$ cat config.mk
export PLATFORM = sky130hd
export DESIGN_NAME = wfht_ctrl
export DESIGN_NICKNAME = d
export VERILOG_FILES = /design/src/design/wfht_pkg.sv /design/src/design/wfht_ctrl.sv
export SDC_FILE = /design/constraint.sdc
export NUM_CORES = 1
export LEC_CHECK = 0
export BUFFER_PORTS_ARGS = -buffer_cell sky130_fd_sc_hd__buf_2
export CORE_UTILIZATION = 25
export CTS_BUF_LIST = sky130_fd_sc_hd__clkbuf_4 sky130_fd_sc_hd__clkbuf_8 sky130_fd_sc_hd__clkbuf_16
export CTS_CLUSTER_SIZE = 14
export DETAILED_ROUTE_END_ITERATION = 6
export GPL_TIMING_DRIVEN = 0
export PLACE_DENSITY = 0.52
export SETUP_SLACK_MARGIN = 0.05
export SLEW_MARGIN = 20
export SYNTH_ARGS = -nofsm -noshare
export SYNTH_HDL_FRONTEND = slang
export SYNTH_SLANG_ARGS = --single-unit
$ cat constraint.sdc
create_clock -name clk -period 1.8 [get_ports clk]
set_input_delay 0.09 -clock clk [delete_from_list [all_inputs] [get_ports clk]]
set_output_delay 0.09 -clock clk [all_outputs]
set_load 0.01 [all_outputs]
$ cat src/design/wfht_pkg.sv
// shared types and constants for the word frequency hash table
package wfht_pkg;

	localparam logic [7:0] CHAR_SPACE   = 8'h20;
	localparam logic [7:0] CHAR_PERIOD  = 8'h2E;
	localparam logic [7:0] CHAR_NEWLINE = 8'h0A;
	localparam logic [7:0] CHAR_UPPER_A = 8'h41;
	localparam logic [7:0] CHAR_UPPER_Z = 8'h5A;
	localparam logic [7:0] CASE_OFFSET  = 8'h20;
	localparam logic [31:0] HASH_INIT   = 32'd5381;
	localparam logic [31:0] HASH_KEEP   = 32'h7FFF_FFFF;

	localparam logic [1:0] STATUS_OK        = 2'd0;
	localparam logic [1:0] STATUS_TRUNCATED = 2'd1;
	localparam logic [1:0] STATUS_POOL_FULL = 2'd2;

	// controller to datapath commands
	typedef struct packed {
		logic accept_char;   // fold a word byte into the word buffer and hash
		logic clear_word;    // restart word and hash
		logic head_rd;       // read bucket head
		logic head_wr;       // write bucket head with new node
		logic node_rd;       // read node meta at current pointer
		logic cmp_start;     // reset compare index
		logic text_rd;       // read text byte at current pointer and index
		logic cmp_step;      // compare the returned byte, advance index
		logic follow_next;   // pointer <= node next
		logic take_head;     // pointer <= bucket head
		logic ins_text_wr;   // write one word byte to the new node
		logic ins_meta_wr;   // write meta of the new node
		logic upd_count;     // write incremented count
		logic alloc;         // nodes_used++
		logic clr_wr;        // clearing pass write
	} wfht_cmd_t;

	// datapath to controller status
	typedef struct packed {
		logic is_sep;
		logic word_empty;
		logic ptr_valid;     // pointer below nodes_used
		logic len_match;     // node length equals word length
		logic byte_match;
		logic cmp_last;      // compare index reached word length
		logic ins_last;      // insertion index reached word length
		logic pool_full;
		logic clr_last;
	} wfht_status_t;

endpackage

$ cat src/design/wfht_ctrl.sv
// sequencer for word entry, chain walk, update and insertion
module wfht_ctrl (
	input  logic                    clk,
	input  logic                    arst_n,
	input  logic                    in_valid,
	output logic                    in_ready,
	output logic                    out_valid,
	input  logic                    out_ready,
	input  wfht_pkg::wfht_status_t  stat,
	output wfht_pkg::wfht_cmd_t     cmd,
	output logic                    res_hit,
	output logic                    res_full
);
	typedef enum logic [3:0] {
		S_CLEAR, S_IDLE, S_HEAD, S_HEAD_WAIT, S_META, S_CHECK, S_TEXT, S_TEXT_CHK,
		S_INSERT, S_INS_META, S_DONE
	} state_t;

	state_t state_q;
	logic   hit_q, full_q;

	assign in_ready  = state_q == S_IDLE && !out_valid;
	assign res_hit   = hit_q;
	assign res_full  = full_q;

	always_comb begin
		cmd = '0;
		case (state_q)
			S_CLEAR: cmd.clr_wr = 1'b1;
			S_IDLE: begin
				if (in_valid && in_ready) begin
					if (!stat.is_sep) begin
						cmd.accept_char = 1'b1;
					end else if (stat.word_empty) begin
						cmd.clear_word = 1'b1;
					end else begin
						cmd.head_rd = 1'b1;
					end
				end
			end
			S_HEAD_WAIT: cmd.take_head = 1'b1;
			S_HEAD: begin
				cmd.node_rd   = 1'b1;
				cmd.cmp_start = 1'b1;
			end
			S_META: ;
			S_CHECK: begin
				if (stat.len_match && !stat.cmp_last) begin
					cmd.text_rd = 1'b1;
				end else if (!stat.len_match) begin
					cmd.follow_next = 1'b1;
				end else begin
					cmd.upd_count = 1'b1;
				end
			end
			S_TEXT: ;
			S_TEXT_CHK: begin
				if (!stat.byte_match) begin
					cmd.follow_next = 1'b1;
				end else begin
					cmd.cmp_step = 1'b1;
				end
			end
			S_INSERT: begin
				if (!stat.ins_last) begin
					cmd.ins_text_wr = 1'b1;
				end
			end
			S_INS_META: begin
				cmd.ins_meta_wr = 1'b1;
				cmd.head_wr     = 1'b1;
				cmd.alloc       = 1'b1;
			end
			S_DONE: begin
				if (out_ready) begin
					cmd.clear_word = 1'b1;
				end
			end
			default: ;
		endcase
	end

	always_ff @(posedge clk or negedge arst_n) begin
		if (!arst_n) begin
			state_q   <= S_CLEAR;
			out_valid <= 1'b0;
			hit_q     <= 1'b0;
			full_q    <= 1'b0;
		end else begin
			case (state_q)
				S_CLEAR: if (stat.clr_last) state_q <= S_IDLE;
				S_IDLE: begin
					if (in_valid && in_ready && stat.is_sep && !stat.word_empty) begin
						state_q <= S_HEAD_WAIT;
					end
				end
				S_HEAD_WAIT: state_q <= S_HEAD;
				S_HEAD: begin
					// pointer now holds the chain head or the next node of the chain
					if (!stat.ptr_valid) begin
						if (stat.pool_full) begin
							hit_q     <= 1'b0;
							full_q    <= 1'b1;
							out_valid <= 1'b1;
							state_q   <= S_DONE;
						end else begin
							state_q <= S_INSERT;
						end
					end else begin
						state_q <= S_META;
					end
				end
				S_META: state_q <= S_CHECK;
				S_CHECK: begin
					if (stat.len_match && !stat.cmp_last) begin
						state_q <= S_TEXT;
					end else if (!stat.len_match) begin
						state_q <= S_HEAD;
					end else begin
						hit_q     <= 1'b1;
						full_q    <= 1'b0;
						out_valid <= 1'b1;
						state_q   <= S_DONE;
					end
				end
				S_TEXT: state_q <= S_TEXT_CHK;
				S_TEXT_CHK: begin
					if (!stat.byte_match) begin
						state_q <= S_HEAD;
					end else begin
						state_q <= S_CHECK;
					end
				end
				S_INSERT: if (stat.ins_last) state_q <= S_INS_META;
				S_INS_META: begin
					hit_q     <= 1'b0;
					full_q    <= 1'b0;
					out_valid <= 1'b1;
					state_q   <= S_DONE;
				end
				S_DONE: begin
					if (out_ready) begin
						out_valid <= 1'b0;
						state_q   <= S_IDLE;
					end
				end
				default: state_q <= S_IDLE;
			endcase
		end
	end
endmodule

* Yosys cells after proc, flatten, opt, wreduce, memory -nomap -nowiden
Cells that the tools add are included.
** Storage, ports and cells
- Register bits after elaboration :: 7
- Input bits :: 13
** Cells by class
- Equal/unequal tests :: 18
- Multiplexer cells :: 48
- Reductions and logical operators :: 14
** Operators with widths (count)
- one-hot mux 4 bit (11 select lines) :: 1
- 2-to-1 mux 1 bit :: 30
- 2-to-1 mux 4 bit :: 7
- equality test 4 x 3 -> 1 bit (second input constant) :: 4
- inequality test 2 bit (second input constant) :: 7
- equality test 4 bit (second input constant) :: 3
- equality test 4 x 2 -> 1 bit (second input constant) :: 2
- 2-to-1 mux 2 bit :: 3
- 2-to-1 mux 3 bit :: 2
- one-hot mux 1 bit (3 select lines) :: 2
- AND reduction 6 bit :: 1
- logical AND 1 bit :: 5
- AND reduction 5 bit :: 1
- equality test 4 x 1 -> 1 bit (second input constant) :: 1
- logical NOT 4 bit :: 1
- one-hot mux 1 bit (2 select lines) :: 2
- one-hot mux 1 bit (4 select lines) :: 1
- AND reduction 4 bit :: 1
- nonzero test 4 bit :: 1
- logical NOT 1 bit :: 3
- nonzero test 3 bit :: 1
- inequality test 2 x 1 -> 1 bit (second input constant) :: 1

* Logic depth before layout (Yosys ltp)
Gate-level depths: netlist of the first run.
- Depth in word-level cells :: 7
- Gate-level depth with buffers :: 5
- Depth with buffers taken out :: 4

* Worst setup path before layout of the first run
OpenSTA, ideal clock, no wires.
- Path kind :: reg-to-reg
- From :: register state_q[0]
- To :: register full_q (netlist: res_full)
- Data arrival time :: 1665 ps
- Required time :: 1675 ps
- Setup slack :: 10 ps
- Cell stages (with the launch flop) :: 5
- Cell sequence :: dfrtp_1 > nor4b_4 > nand2_1 > a221oi_4 > mux2_4
** On the way
- Word-level cells in the longest chain between the ends :: 3
** RTL lines
- from (decl) :: line wfht_ctrl.sv:19 : state_t state_q;
- from (signal assigned) :: line wfht_ctrl.sv:85 : state_q <= S_CLEAR;
- from (signal assigned) :: line wfht_ctrl.sv:91 : S_CLEAR: if (stat.clr_last) state_q <= S_IDLE;
- from (signal assigned) :: line wfht_ctrl.sv:94 : state_q <= S_HEAD_WAIT;
- equality test 4 x 3 -> 1 bit, or another cell as far along :: line wfht_ctrl.sv:90 : case (state_q)
- inequality test 2 bit (no source line) or nonzero test 3 bit (tied branches)
- AND reduction 5 bit (no source line)
- to (signal assigned) :: line wfht_ctrl.sv:88 : full_q <= 1'b0;
- to (signal assigned) :: line wfht_ctrl.sv:103 : full_q <= 1'b1;
- to (signal assigned) :: line wfht_ctrl.sv:121 : full_q <= 1'b0;
- to (decl) :: line wfht_ctrl.sv:20 : logic hit_q, full_q;
Several ways; a longest one is shown, not always the timed one.
A chain may end at the register's enable or synchronous reset.

* Worst setup path after layout of the first run
- From :: register state_q[2]
- To :: register full_q (netlist: res_full)
Same word-level chain as after synthesis.

==> results.cfg, run 1 <==
[cts]
clock_latency_ps = 250
cts_root_buffer = clkbuf_4
cts_tree = built
cts_made_buffers = 3
htree_levels = 1
clockBufferDepth = 2
clk_pin_slew_worst_paths_ps = 50
cts.sinks = 7

[detailed_routing]
drc = 0
vias = 711
wl_per_cell_um = 12.81
wl_um = 1832
via_per_inst = 4.972
drt-pass1-iter-count = 4
ant_nets = 0
drt_iter0_markers = 10

[worst_setup_path]
crit_fanout = 5
max_stage_delay_ps = 430
r2r_cells = 5
crit_chain = buf_4 -> nor4b_4 -> nand2_1 -> a221oi_4 -> mux2_4
r2r-end = res_full
critPathLaunchType = register
crit_path_end_kind = register
r2r_slack_ps = 50
cpMaxStageDelayCell = dfrtp_2
worstPathRequired_ps = 1940
path_class = register to register
critical_path_arrival_ps = 1890
r2r-start = state_q[2]

[final_layout]
final_common_cell = buf_2
final_cell_mix = buf_2 (33), buf_4 (9), nand2_1 (7)
area_growth_pct = 50.79
final_nets = 129
drive_gt1_frac = 0.5391
antenna_cells = 0
design_area_um2 = 950.9
fin_util = 0.4139

[floorplanning]
std_cell_rows = 17
ios = 32
die_h_um = 52.23
die_x_um = 52.23
die-area_um2 = 2727
fp.coreArea_um2 = 2297
start_util = 0.2745

[hold_path]
hold_path_class = input port to register
holdPathStages = 2
hp-start = stat[6]
worstHoldEndpoint = state_q[2]

[run]
maxCapViolations = 0

[sta]
hold_viol_final = 0
finalSetupViolations = 0
relSlewSlack = 0.7304
clock.fmax_ghz = 0.5729
rsz0062_at_grt = yes
slew_violations = 0
worst_slew_pin_slew_ps = 400.7
finClkSkew_ps = 0.2179
period_minus_slack_ps = 1745
period_share = 0.9697

[grt]
grtUsageTotal = 0.1474
antenna_found_initial = 0
grt_max_degree = 11
grt_pass1_vias = 635
grt_overflow = 0
grt_pass1_wl_um = 2856

[power]
power.density_nw_per_um2 = 1574
leakagePower_nw = 0.4608
ir_drop_mv = 0.5994

[synthesis]
syn_area_um2 = 630.6
yosysWarnings = 0
ys_seq_elements = 7
ys_seq_area_frac = 0.2778
syn_nets = 85
avgSynthCellArea_um2 = 8.758
synth.distinct_cells = 36
ys_async_sr_fraction = 1.000
yosysTopAreaCell = dfrtp_1
synth_top_area_share = 0.2778
synth_edf_count = 0
yosys_most_used_dff = dfrtp_1
ys_top_cells_by_area = dfrtp_1 (28%), nand2b_1 (5.0%), buf_4 (4.8%)
syn_inst = 72

[run_status]
status = finished clean

[placed_design]
io_buffers = 31
gp_congestion = 0.7948
place_area_um2 = 820.8
hpwlAfterDp_um = 1326
flip-flops by register name, summed over array words and instances (netlist names):
| register | count |
|---|---|
| res_full | 1 |
| res_hit | 1 |
| state_q | 4 |
| out_valid | 1 |
synth_stat cells (all sizes together), types with 2 or more instances:
library cell / number
dfrtp: 7
nand2: 7
buf: 6
nor2: 6
nand2b: 5
nor3: 4
nor2b: 3
o21bai: 3
a21oi: 2
a221oi: 2
a31o: 2
inv: 2
mux2: 2
nand3: 2
nor4: 2
or4b: 2
stage by stage:
step | hold slack, ps | TNS (ps) | setup slack, ps | std cells | power, mW
after global routing | 145.8 | -51.48 | -31.05 | 143 | 1.613
after floorplan | -205.6 | 0 | 26.17 | 72 | 0.9277
final | 155.7 | 0 | 54.53 | 143 | 1.497
after global placement | -73.70 | -63.76 | -63.76 | 131 | 1.155
after detailed placement | -73.42 | -79.67 | -79.67 | 131 | 1.164
after CTS | 152.1 | 0 | 52.31 | 139 | 1.420
kinds of logic (layout without fill, tap and decap cells):
group	Yosys count	count (layout)	share of synthesized area
muxes	3	3	0.05753
AOI/OAI and AO/OA	16	16	0.2222
buffers and inverters	9	52	0.08135
and+or+nand+nor	37	37	0.3611
DFF	7	7	0.2778
final cells by class:
type | instances | area (um2)
plain buffers | 7 | 48.80
clock buffers | 4 | 30.03
fillers | 265 | 1346
inverters | 2 | 7.507
multi-input cells | 56 | 429.2
flip-flops and latches | 7 | 178.9
well taps | 28 | 35.03
repair buffers | 39 | 221.5
worst max-delay path: cells and delay by family, from the launching register on:
kind	cells	cell delay [ps]
buf+inv	1	150
compound gates	1	310
flops	1	430
mux	1	330
simple gates	2	420
worst max path at each step:
stage | slack [ps] | endpoint | from
finish | 50 | res_full | state_q[2]
global route | -30 | cmd[13] | state_q[2]
CTS | 50 | cmd[12] | state_q[2]
detailed placement | -80 | res_full | state_q[2]
global placement | -60 | res_full | state_q[3]
floorplan | 30 | res_full | state_q[3]
timing repair:
item	CTS	global route
setup endpoints to repair	4	8
endpoints found under the hold margin	7	0
hold buffers	1	0
pin swaps	6	2
gates resized for setup	7	6
cloned	0	0
buffers inserted	3	4
metal layers:
metal,share of wire,vias to the layer above,global-route usage,routed length [um]
met4,0.019,0,0.07895,35
met3,0.059,5,0.03478,109
li1,-,349,-,-
met2,0.45,28,0.2372,821
met1,0.47,329,0.1802,866
met5,0,-,0,0
report_power, final:
part | internal (mW) | leakage (nW) | switching, mW | total [mW]
clock network | 0.0999 | 0.0184 | 0.0618 | 0.162
logic | 0.515 | 0.365 | 0.512 | 1.03
registers | 0.233 | 0.0779 | 0.0756 | 0.308
Note: power is estimated with default switching activity, not from simulation.
==> run 2: changes to the inputs <==
- CORE_UTILIZATION: 25 -> 35
- PLACE_DENSITY: 0.52 -> 0.68
==> run 2 against run 1 <==
  * Clock power about the same
  * Fmax down 0.56%
  * Non-clock buffer count up 1
  * Design area down 0.66%
  * Sequential cell count unchanged
  * Power up 1.6%
==> results.cfg, run 2 (same netlist as run 1, synthesis figures left out) <==
[run_status]
status = finished clean

[cts]
cts_tree = built
clk_pin_slew_worst_paths_ps = 60
htree_levels = 1
clockBufferDepth = 2
cts_root_buffer = clkbuf_4
cts_made_buffers = 3
clock_latency_ps = 250
cts.sinks = 7

[detailed_routing]
drt-pass1-iter-count = 4
drt_iter0_markers = 8
ant_nets = 0
drc = 0
via_per_inst = 5.107
vias = 715
wl_um = 1840
wl_per_cell_um = 13.14

[worst_setup_path]
r2r-start = state_q[3]
crit_chain = buf_6 -> nand3b_1 -> a21o_1 -> a221oi_4 -> mux2_4
r2r_slack_ps = 40
path_class = register to register
crit_fanout = 4
r2r_cells = 5
max_stage_delay_ps = 410
cpMaxStageDelayCell = dfrtp_1
critical_path_arrival_ps = 1880
critPathLaunchType = register
crit_path_end_kind = register
worstPathRequired_ps = 1930
worstSetupStartpoint = state_q[3]
crit_end = res_full
r2r-end = res_full

[grt]
grt_pass1_wl_um = 2822
grt_overflow = 0
grtUsageTotal = 0.1924
antenna_found_initial = 0
grt_pass1_vias = 653
grt_max_degree = 11

[sta]
clock.fmax_ghz = 0.5697
worst_slew_pin_slew_ps = 313.1
rsz0062_at_grt = yes
finalSetupViolations = 0
period_share = 0.9751
worst_slack_ps = 44.77
holdWs_ps = 160.7
period_minus_slack_ps = 1755
hold_viol_final = 0
finClkSkew_ps = 5.905
relSlewSlack = 0.7894
slew_violations = 0

[final_layout]
drive_gt1_frac = 0.5431
n_fill_cell = 153
fin_util = 0.5926
final_common_cell = buf_2
largest_reg_flops = 4
top_register = state_q
antenna_cells = 0
final_nets = 130
area_growth_pct = 49.80
final_cell_mix = buf_2 (33), buf_4 (11), nand2_1 (7)

[floorplanning]
ios = 32
die_h_um = 44.45
start_util = 0.3956
fp.coreArea_um2 = 1594
die-area_um2 = 1975
die_x_um = 44.45
std_cell_rows = 14

[placed_design]
hpwlAfterDp_um = 1256
io_buffers = 31
gp_congestion = 0.7960
pre_cts_ws_ps = -61.87

[power]
ir_drop_mv = 0.8757
power_mw = 1.521
leakagePower_nw = 0.4618
power.density_nw_per_um2 = 1610

[run]
maxCapViolations = 0

[hold_path]
hold_path_class = input port to register
hp-start = stat[6]
==> run 2: what timing repair did <==
item	4_1_cts	5_1_grt
hold endpoints to repair	7	0
setup buffers	6	2
setup endpoints to repair	4	9
gates resized for setup	3	8
pin swaps	2	4
hold buffers	1	0
==> run 2: how the worst min path moves through the flow <==
stage | endpoint | slack, ps | depth (start not counted)
6_report | state_q[2] | 160 | 2
5_1_grt | state_q[2] | 180 | 2
4_1_cts | state_q[2] | 160 | 2
3_5_place_dp | res_hit | -70 | 1
3_3_place_gp | res_hit | -70 | 1
2_1_floorplan | out_valid | -210 | 0
==> run 2: routing by layer <==
layer	global-route usage	up-vias	wire, um
met5	0	-	0
met1	0.2375	331	808
li1	-	350	-
met4	0.05455	0	23
met3	0.04898	2	108
met2	0.3294	32	899
==> run 2: metrics by stage <==
stage	instances	TNS [ps]	area, um2
floorplan	72	0	630.6
global placement	127	-65.22	815.8
detailed placement	127	-61.87	815.8
CTS	138	0	908.4
global route	140	-2.794	944.7
finish	140	0	944.7
==> run 2: power breakdown <==
| group | internal (mW) | switching [mW] | total [mW] |
|---|---|---|---|
| clock network | 0.0997 | 0.0590 | 0.159 |
| logic | 0.538 | 0.517 | 1.05 |
| registers | 0.230 | 0.0778 | 0.308 |
==> run 2: cell type report <==
| class | count | area (um2) | share of cell area |
|---|---|---|---|
| well taps | 24 | 30.03 | 0.03179 |
| plain buffers | 7 | 48.80 | 0.05166 |
| multi-input cells | 56 | 425.4 | 0.4503 |
| repair buffers | 40 | 225.2 | 0.2384 |
| flip-flops and latches | 7 | 177.7 | 0.1881 |
| inverters | 2 | 7.507 | 0.007947 |
| clock buffers | 4 | 30.03 | 0.03179 |
==> run 2: worst max-delay path: cells and delay by family, from the launching register on <==
family          cells  cell delay (ps)
mux                 1              330
buf+inv             1              140
simple gates        1              220
compound gates      2              530
flops               1              410
